### src/rtl/core/assert_macros.svh
// ----------------------------------------------------------------------------
// assert_macros.svh
// concurrent assertion helpers used by the rtl
// ----------------------------------------------------------------------------
`ifndef ASSERT_MACROS_SVH
`define ASSERT_MACROS_SVH

// same-cycle implication
`define ASSERT_IMP(label, clk, rst_n, ante, cons, msg) \
    label: assert property (@(posedge clk) disable iff (!rst_n) (ante) |-> (cons)) \
        else $error(msg);

// next-cycle implication
`define ASSERT_NEXT(label, clk, rst_n, ante, cons, msg) \
    label: assert property (@(posedge clk) disable iff (!rst_n) (ante) |=> (cons)) \
        else $error(msg);

`endif

### src/rtl/core/gsa_pkg.sv
// ----------------------------------------------------------------------------
// gsa_pkg
// types and constants of the generational slot allocator
// ----------------------------------------------------------------------------
`default_nettype none

package gsa_pkg;

    localparam int IDX_W     = 12;
    localparam int GEN_W     = 32;
    localparam int CFG_W     = 13;
    localparam int WORD_BITS = 64;

    localparam logic [CFG_W-1:0]     SLOTS_RESET = 13'd4096;
    localparam logic [WORD_BITS-1:0] TOP_BIT     = 64'h8000000000000000;

    // opcodes
    localparam logic [1:0] OP_ALLOC  = 2'd0;
    localparam logic [1:0] OP_DELETE = 2'd1;
    localparam logic [1:0] OP_CHECK  = 2'd2;
    localparam logic [1:0] OP_UNUSED = 2'd3;

    // result status codes
    localparam logic [1:0] ST_OK    = 2'd0;
    localparam logic [1:0] ST_FULL  = 2'd1;
    localparam logic [1:0] ST_RANGE = 2'd2;
    localparam logic [1:0] ST_STALE = 2'd3;

    typedef enum logic [2:0] {
        S_CLEAR,
        S_IDLE,
        S_READ,
        S_FIND,
        S_EXEC
    } gsa_state_t;

    typedef struct packed {
        logic clear;
        logic accept;
        logic read;
        logic find;
        logic exec;
    } gsa_cmd_t;

    typedef struct packed {
        logic clear_done;
        logic is_alloc;
    } gsa_stat_t;

endpackage

`default_nettype wire

### src/rtl/core/gsa_ctrl.sv
// ----------------------------------------------------------------------------
// gsa_ctrl
// sequencer: clearing pass, request capture, memory reads, execute
// ----------------------------------------------------------------------------
`default_nettype none

module gsa_ctrl
(
    input  wire logic              clk,
    input  wire logic              rst_n,
    input  wire logic              start,
    input  gsa_pkg::gsa_stat_t     stat,
    output gsa_pkg::gsa_cmd_t      cmd,
    output logic                   busy
);
    import gsa_pkg::*;

    gsa_state_t state_reg;
    gsa_state_t state_next;

    always_ff @(posedge clk or negedge rst_n)
    begin
        if (!rst_n)
        begin
            state_reg <= S_CLEAR;
        end
        else
        begin
            state_reg <= state_next;
        end
    end

    always_comb
    begin
        state_next = state_reg;
        unique case (state_reg)
            S_CLEAR:
            begin
                if (stat.clear_done)
                begin
                    state_next = S_IDLE;
                end
            end
            S_IDLE:
            begin
                if (start)
                begin
                    state_next = S_READ;
                end
            end
            S_READ:
            begin
                state_next = stat.is_alloc ? S_FIND : S_EXEC;
            end
            S_FIND:
            begin
                state_next = S_EXEC;
            end
            S_EXEC:
            begin
                state_next = S_IDLE;
            end
            default:
            begin
                state_next = S_IDLE;
            end
        endcase
    end

    always_comb
    begin
        cmd  = '0;
        busy = 1'b1;
        unique case (state_reg)
            S_CLEAR:
            begin
                cmd.clear = 1'b1;
            end
            S_IDLE:
            begin
                busy       = 1'b0;
                cmd.accept = start;
            end
            S_READ:
            begin
                cmd.read = 1'b1;
            end
            S_FIND:
            begin
                cmd.find = 1'b1;
            end
            S_EXEC:
            begin
                cmd.exec = 1'b1;
            end
            default:
            begin
                busy = 1'b1;
            end
        endcase
    end

endmodule

`default_nettype wire

### config.mk
export PLATFORM = sky130hd
export DESIGN_NAME = gsa_ctrl
export DESIGN_NICKNAME = d
export VERILOG_FILES = /design/src/rtl/core/assert_macros.svh /design/src/rtl/core/gsa_pkg.sv /design/src/rtl/core/gsa_ctrl.sv
export SDC_FILE = /design/constraint.sdc
export NUM_CORES = 1
export LEC_CHECK = 0
export BUFFER_PORTS_ARGS = -buffer_cell sky130_fd_sc_hd__buf_2
export CORE_AREA = 2 2 39 41
export DETAILED_ROUTE_END_ITERATION = 8
export DIE_AREA = 0 0 41 43
export PLACE_DENSITY = 0.45
export SLEW_MARGIN = 40
export SYNTH_ARGS = -nofsm -noshare
export SYNTH_HDL_FRONTEND = slang
export SYNTH_SLANG_ARGS = --single-unit
### constraint.sdc
create_clock -name clk -period 1.6 [get_ports clk]
set_input_delay 0.08 -clock clk [delete_from_list [all_inputs] [get_ports clk]]
set_output_delay 0.08 -clock clk [all_outputs]
set_load 0.05 [all_outputs]
Word level (Yosys, flattened, before mapping) --
Index checks and enable logic that the tools add are counted.
Operators by class: eq/ne operators 6, multiplexer cells 10, reduce and logical (&&, ||, !) cells 2
Operators with widths (count):
- case mux 3 bit (4 select lines) | 1
- two-way mux 3 bit | 3
- == test 3 x 2 -> 1 bit (second input constant) | 2
- two-way mux 1 bit | 6
- != test 2 bit (second input constant) | 2
- == test 3 x 1 -> 1 bit (second input constant) | 1
- == test 3 bit (second input constant) | 1
- logical NOT 3 bit | 1
- AND reduction 2 bit | 1
Word-level totals: flip-flop bits (word level) 3, output and inout bits 6, word-level logic and storage cells 19

Depth between registers and ports, before layout --
Gate-level depths: netlist (run 1).
depth in word-level cells 3, depth in mapped cells 3, gate-level depth less buffers 2

Least setup slack after synthesis (run 1) --
No wires, ideal clock.
kind reg-to-output, start register state_reg[2], end output cmd[0] (netlist name), arrival 1533 ps, setup slack -13 ps, stages on the path, launching flop included 3, buffers on the path 0, path through dfrtp_1 inv_1 nor3_1
RTL lines:
- start: declaration | RTL line gsa_ctrl.sv:18 | gsa_state_t state_reg;
- start signal: assignment | RTL line gsa_ctrl.sv:29 | state_reg <= state_next;
- end: declaration | RTL line gsa_ctrl.sv:13 | output gsa_pkg::gsa_cmd_t cmd,

==> results of run 1 <==
==> worst register-to-register path, stage by stage (launching register included) <==
cell      delay [ns]
dfrtp_1         0.48
and2_4          0.19
o311ai_2        0.23
==> path summary, 6_finish.rpt <==
kind                                          start                  endpoint  slack [ns]  depth (start not counted)
min in group asynchronous                     rst_n  state_reg[0]$_DFFE_PN0P_        0.18                          2
hold / removal                              stat[0]  state_reg[2]$_DFFE_PN0P_        0.04                          2
hold reg to reg            state_reg[2]$_DFFE_PN0P_  state_reg[1]$_DFFE_PN0P_        0.51                          1
setup / recovery           state_reg[1]$_DFFE_PN0P_                    cmd[3]        0.24                          3
max in group asynchronous                     rst_n  state_reg[2]$_DFFE_PN0P_        1.32                          2
setup reg to reg           state_reg[0]$_DFFE_PN0P_  state_reg[0]$_DFFE_PN0P_        0.60                          2
==> layout by cell type, fill, tap and decap left out, drive strengths merged <==
cell type,n
a21oi,2
and2,1
and3,1
buf,10
clkbuf,4
dfrtp,3
dlygate4sd3,1
inv,2
nand2,1
nand2b,1
nand3b,2
nor2,4
nor3,2
o311ai,1
==> through the flow <==
step                cells  hold WS (ns)  util (%)  setup WS [ns]  instance area [sq um]
finish                 51        0.0419      21.1          0.243                    292
detailed placement     46        -0.123      18.4          0.484                    255
global route           51        0.0605      21.1          0.156                    292
floorplan              21        -0.216         -          0.291                    196
CTS                    51        0.0331      21.1          0.230                    292
global placement       46        -0.122      18.4          0.486                    255
==> cell families after synthesis <==
family | share of synthesized area [%]
and+or+nand+nor | 35.6
DFF | 40.3
AOI/OAI and AO/OA | 14.1
buffers and inverters | 10.1
==> final cells by class <==
cell class / instances / area [sq um]
well taps: 16 / 20.0
flip-flops and latches: 3 / 75.1
clock buffers: 4 / 26.3
inverters: 2 / 7.51
multi-input cells: 15 / 103
repair buffers: 11 / 60.1
fillers: 159 / 1090
==> layer usage <==
metal	GRT usage [%]	up-vias	part of all wire (%)
met5	0	-	0
met4	6.00	0	0
met3	4.71	0	13
met2	8.75	10	34
met1	7.74	84	52
li1	-	98	-
==> timing repair <==
| item | CTS | global route |
|---|---|---|
| hold buffers | 1 | 0 |
| resized for setup | 0 | 0 |
| setup endpoints to repair | 0 | 0 |
| endpoints found under the hold margin | 3 | 0 |
==> results_dict.tcl, run 1 <==
set metrics [dict create \
    status "finished clean" \
    track_usage_pct 7.04 \
    wl_per_cell_um 8.69 \
    crit_family "flip-flops" \
    die_area_sq_um 1760 \
    finalCriticalPeriod_ns 1.36 \
    antenna_found_initial 0 \
    core_sq_um 1380 \
    cp_data_required_time_ns 1.52 \
    cts_tree "done" \
    crit_buf_inv 1 \
    cts.htree.levels 1 \
    yosysTopAreaCellShare_pct 40.3 \
    finalWirelength_um 443 \
    grt_pass1_wl_um 779 \
    antenna_cells 0 \
    syn2layout_area_growth_pct 56.4 \
    via_count 192 \
    synthMostInstantiatedCell "nor2_1" \
    largest_register_ffs 3 \
    hold_viol 0 \
    netlist-cell-type-count 12 \
    setup.worst_path.end_class "output port" \
    fin_crit_sh_pct 84.8 \
    setup_viol 0 \
    clk_latency_ns 0.23 \
    cts.sinks 3 \
    drive_gt1_share_pct 51.4 \
    slew_headroom_pct 79.2 \
    fmax_mhz 737 \
    cp_max_fo 7 \
    routabilityCongestion 0.705 \
    synth_area_per_cell_sq_um 8.88 \
    synth_top_cell_by_area "dfrtp_1" \
    path_cells "nor2_1 > and3_2 > buf_2" \
    drc 0 \
    synth_flop_cell "dfrtp_1" \
    dr.first_iter.drc_count 4 \
    cts-root-buf "clkbuf_4" \
    synth_seq_cells 3 \
    fin_nets 41 \
    async_flop_share_pct 100 \
    fp.dieH_um 43 \
    slew_violations 0 \
    yosysWarnings 0 \
    cts_setup_buffers 0 \
    min_path_type "in2reg" \
    synth_cells 21 \
    rsz0062_at_grt "false" \
    ys_seq_area_share_pct 40.3 \
    syn_nets 26 \
    grt_max_degree 11 \
    cts.clk_slew.worst_paths_ns 0.03 \
    maxCapViolCount 0 \
    dr.pass1.iters 2 \
    finalSetupTns_ns 0 \
    cpMaxStageDelayCell "dfrtp_1" \
    cp.arrival_ns 1.28 \
    io_buffers 10 \
    cp-start-kind "flop" \
    core.rowCount 14 \
    clockBufferDepth 2 \
    yosys-top-cells-count "4 x nor2_1, 3 x dfrtp_1" \
    clock-skew-final_ns 0.00147 \
    viasPerCell 3.76 \
    numCtsBuffers 3 \
    grt_pass1_vias 209 \
    worstSetupPathType "reg2out" \
    cp_slowest_stage_delay_ns 0.46 \
    netlist_area_sq_um 186 \
    synth_area_leaders "dfrtp_1 40%, o311ai_2 8.7%, nand3b_1 8.1%, nor2_1 8.1%, buf_6 6.0%" \
    gr-total-overflow 0 \
    ios 11 \
    dieWidth_um 41 \
    synth_edf_count 0 \
    initial_core_util_pct 13.5 \
    dp_hpwl_um 324 \
    worst_pin_slew_ns 0.312 \
    ant_nets 0 \
]
Power of run 1 is not shown: default switching activity piles up to over one toggle a cycle in this logic, so the estimate is an artifact.
==> inputs of run 2 (changes only) <==
Clock period 1.6 ns to 1.4 ns, I/O delays scaled along.
==> results_dict.tcl, run 2 (synthesis results as in run 1) <==
set metrics [dict create \
    ant_nets 0 \
    antenna_cells 0 \
    hold_viol 0 \
    cpMaxStageDelayCell "dfrtp_2" \
    clock-skew-final_ns 0.00419 \
    slew_headroom_pct 79.4 \
    cts.sinks 3 \
    place_ws_ns 0.298 \
    gr-total-overflow 0 \
    dpl-instance-area_sq_um 255 \
    worst_slack_ns 0.105 \
    dp_hpwl_um 350 \
    cts-root-buf "clkbuf_4" \
    min_path_type "in2reg" \
    wl_met1_um 232 \
    multi_input_area_sq_um 103 \
    numCtsBuffers 3 \
    maxCapViolCount 0 \
    min_from "stat[0]" \
    fp.dieH_um 43 \
    fmax_mhz 772 \
    cts.htree.levels 1 \
    crit_buf_inv 1 \
    cts_tree "done" \
    layout_commonest_cell "buf_2" \
    worstSetupPathType "reg2out" \
    clk_latency_ns 0.24 \
    cts_setup_buffers 0 \
    utilization_pct 21.3 \
    met2_length_um 179 \
    routabilityCongestion 0.681 \
    crit_family "flip-flops" \
    wl_per_cell_um 9.45 \
    cp-startpoint "state_reg[1]$_DFFE_PN0P_" \
    highest_layer "met3" \
    rsz0062_at_grt "false" \
    finalSetupTns_ns 0 \
    finalCriticalPeriod_ns 1.30 \
    clockBufferDepth 2 \
    fin_crit_sh_pct 92.5 \
    via_count 193 \
    slew_violations 0 \
    grt_pass1_vias 180 \
    core.rowCount 14 \
    setup_viol 0 \
    fin_nets 41 \
    die_area_sq_um 1760 \
    fillers 154 \
    viasPerCell 3.78 \
    io_buffers 10 \
    setup.worst_path.end_class "output port" \
    core_sq_um 1380 \
    worst_pin_slew_ns 0.309 \
    largest_register_ffs 3 \
    final_cell_mix "9 x buf_2, 4 x nor2_1, 4 x clkbuf_4" \
    syn2layout_area_growth_pct 58.4 \
    ios 11 \
    drc 0 \
    drive_gt1_share_pct 54.3 \
    dieWidth_um 41 \
    dr.first_iter.drc_count 3 \
    cp_data_required_time_ns 1.33 \
    grt_pass1_wl_um 828 \
    dr.pass1.iters 2 \
    track_usage_pct 8.14 \
    status "finished clean" \
    grt_max_degree 11 \
    cts.clk_slew.worst_paths_ns 0.04 \
    cp_max_fo 7 \
    cp_slowest_stage_delay_ns 0.45 \
    path_cells "nor2_1 > and3_2 > clkbuf_4" \
    finalWirelength_um 482 \
    antenna_found_initial 0 \
    cp-start-kind "flop" \
    cp.arrival_ns 1.23 \
    initial_core_util_pct 13.5 \
    r2r-start "state_reg[0]$_DFFE_PN0P_" \
    regArea_sq_um 76.3 \
    final_cell_area_sq_um 295 \
    route.met3.wl_um 69 \
]
-- run 2: cell count changes in the layout (fill, tap and decap cells not counted) --
| cell | previous run | this run |
|---|---|---|
| dfrtp_2 | 0 | 1 |
| dfrtp_1 | 3 | 2 |
| clkbuf_4 | 3 | 4 |
| buf_2 | 10 | 9 |
-- run 2: per-stage QoR --
step	hold slack (ns)	std cells
detailed placement	-0.132	46
floorplan	-0.226	21
global placement	-0.132	46
global route	0.0212	51
CTS	0.0200	51
finish	0.0306	51
-- run 2: worst paths after layout --
path / end / slack, ns / cells after the start
min in group asynchronous: state_reg[0]$_DFFE_PN0P_ / 0.16 / 2
setup / recovery: cmd[3] / 0.10 / 3
hold / removal: state_reg[2]$_DFFE_PN0P_ / 0.03 / 2
max in group asynchronous: state_reg[1]$_DFFE_PN0P_ / 1.11 / 2
setup reg to reg: state_reg[0]$_DFFE_PN0P_ / 0.41 / 2
hold reg to reg: state_reg[1]$_DFFE_PN0P_ / 0.53 / 1
-- run 2: cell type report --
class	count	area share (%)
multi-input cells	15	34.7
well taps	16	6.78
flip-flops and latches	3	25.8
repair buffers	11	21.2
inverters	2	2.54
clock buffers	4	8.90
-- run 2: per-layer routing --
metal | track usage (%) | vias up
met1 | 9.68 | 81
met4 | 6.00 | 0
li1 | - | 100
met5 | 0 | -
met2 | 8.44 | 12
met3 | 7.85 | 0
-- run 2: repair_timing --
item	in CTS	in global routing
endpoints found under the setup margin	0	3
resized for setup	0	2
hold buffers	1	0
hold endpoints to repair	3	0
Power of run 2 is left out for the same reason.
==> inputs of run 3 (changes only) <==
Settings changed: BUFFER_PORTS_ARGS -buffer_cell sky130_fd_sc_hd__buf_2 to -buffer_cell sky130_fd_sc_hd__buf_4.
==> results_dict.tcl, run 3 (synthesis results as in run 1) <==
set metrics [dict create \
    drive_gt1_share_pct 51.4 \
    die_area_sq_um 1760 \
    dieWidth_um 41 \
    fin_crit_sh_pct 90.8 \
    final_cell_mix "10 x buf_4, 4 x nor2_1, 3 x clkbuf_4, 3 x dfrtp_1" \
    cp.arrival_ns 1.20 \
    grt_pass1_wl_um 807 \
    cp-start-kind "flop" \
    cts.sinks 3 \
    drc 0 \
    r2r_slack_ns 0.40 \
    cp_slowest_stage_delay_ns 0.45 \
    slew_headroom_pct 79.1 \
    setup_viol 0 \
    clockBufferDepth 2 \
    dr.pass1.iters 4 \
    ant_nets 0 \
    gr-total-overflow 0 \
    min_path_type "in2reg" \
    min_from "stat[0]" \
    antenna_found_initial 0 \
    setup.worst_path.end_class "output port" \
    initial_core_util_pct 13.5 \
    antenna_cells 0 \
    dr.first_iter.drc_count 2 \
    io_buffers 10 \
    viasPerCell 3.47 \
    status "finished clean" \
    fin_nets 41 \
    cp_max_fo 7 \
    worst_pin_slew_ns 0.314 \
    cp-startpoint "state_reg[1]$_DFFE_PN0P_" \
    clk_latency_ns 0.23 \
    cts-root-buf "clkbuf_4" \
    fmax_mhz 787 \
    numCtsBuffers 3 \
    track_usage_pct 7.45 \
    slew_violations 0 \
    hold_end "state_reg[2]$_DFFE_PN0P_" \
    routabilityCongestion 0.728 \
    grt_pass1_vias 212 \
    rsz0062_at_grt "false" \
    crit_family "flip-flops" \
    core.rowCount 14 \
    cts.htree.levels 1 \
    holdWs_ns 0.0246 \
    largest_register_ffs 3 \
    dp_hpwl_um 302 \
    cp_data_required_time_ns 1.33 \
    clock-skew-final_ns 0.00108 \
    syn2layout_area_growth_pct 69.8 \
    ios 11 \
    core_sq_um 1380 \
    fp.dieH_um 43 \
    cts-resized-gates 0 \
    path_cells "nor2_1 > and3_2 > buf_4" \
    finalSetupTns_ns 0 \
    reg2reg_to "state_reg[0]$_DFFE_PN0P_" \
    via_count 177 \
    wl_per_cell_um 8.27 \
    r2r-start "state_reg[0]$_DFFE_PN0P_" \
    cts_tree "done" \
    finalCriticalPeriod_ns 1.27 \
    worstSetupPathType "reg2out" \
    cpMaxStageDelayCell "dfrtp_1" \
    grt_max_degree 11 \
    hold_viol 0 \
    r2r_cells 2 \
    maxCapViolCount 0 \
    holdPathStages 2 \
    cts.clk_slew.worst_paths_ns 0.04 \
    layout_commonest_cell "buf_4" \
    crit_buf_inv 1 \
    finalWirelength_um 422 \
]
[run 3: changes by cell type in the layout (fill, tap and decap cells not counted), sizes merged]
cell,delta
buf,+1
clkbuf,-1
[run 3: worst max path at each step]
stage | endpoint | slack [ns] | depth (start not counted)
detailed placement | cmd[3] | 0.38 | 3
finish | cmd[3] | 0.13 | 3
floorplan | cmd[1] | 0.10 | 2
CTS | cmd[3] | 0.12 | 3
global placement | cmd[3] | 0.38 | 3
global route | cmd[3] | 0.06 | 3
[run 3: repair_timing]
action | in CTS | in global routing
endpoints found under the hold margin | 3 | 0
setup buffers | 0 | 0
hold buffers | 1 | 0
[run 3: per-stage QoR]
step / util [%] / cell area [sq um] / setup WS, ns / std cells
2_1_floorplan: - / 196 / 0.101 / 21
3_3_place_gp: 20.3 / 280 / 0.376 / 46
3_5_place_dp: 20.3 / 280 / 0.376 / 46
4_1_cts: 22.9 / 317 / 0.116 / 51
5_1_grt: 22.9 / 317 / 0.0554 / 51
6_report: 22.9 / 317 / 0.129 / 51
[run 3: routing by layer]
metal / vias to the layer above / share of wire [%] / GRT usage [%]
li1: 97 / - / -
met1: 70 / 54 / 8.44
met2: 10 / 35 / 8.44
met3: 0 / 12 / 4.71
met4: 0 / 0 / 8.00
met5: - / 0 / 0
[run 3: layout make-up]
cell class                 instances  area [sq um]
timing repair buffer              11          85.1
inverter                           2          7.51
multi-input combinational         15           103
sequential                         3          75.1
clock buffer                       4          26.3
tap                               16          20.0
fill                             154          1070
Power of run 3 is left out for the same reason.
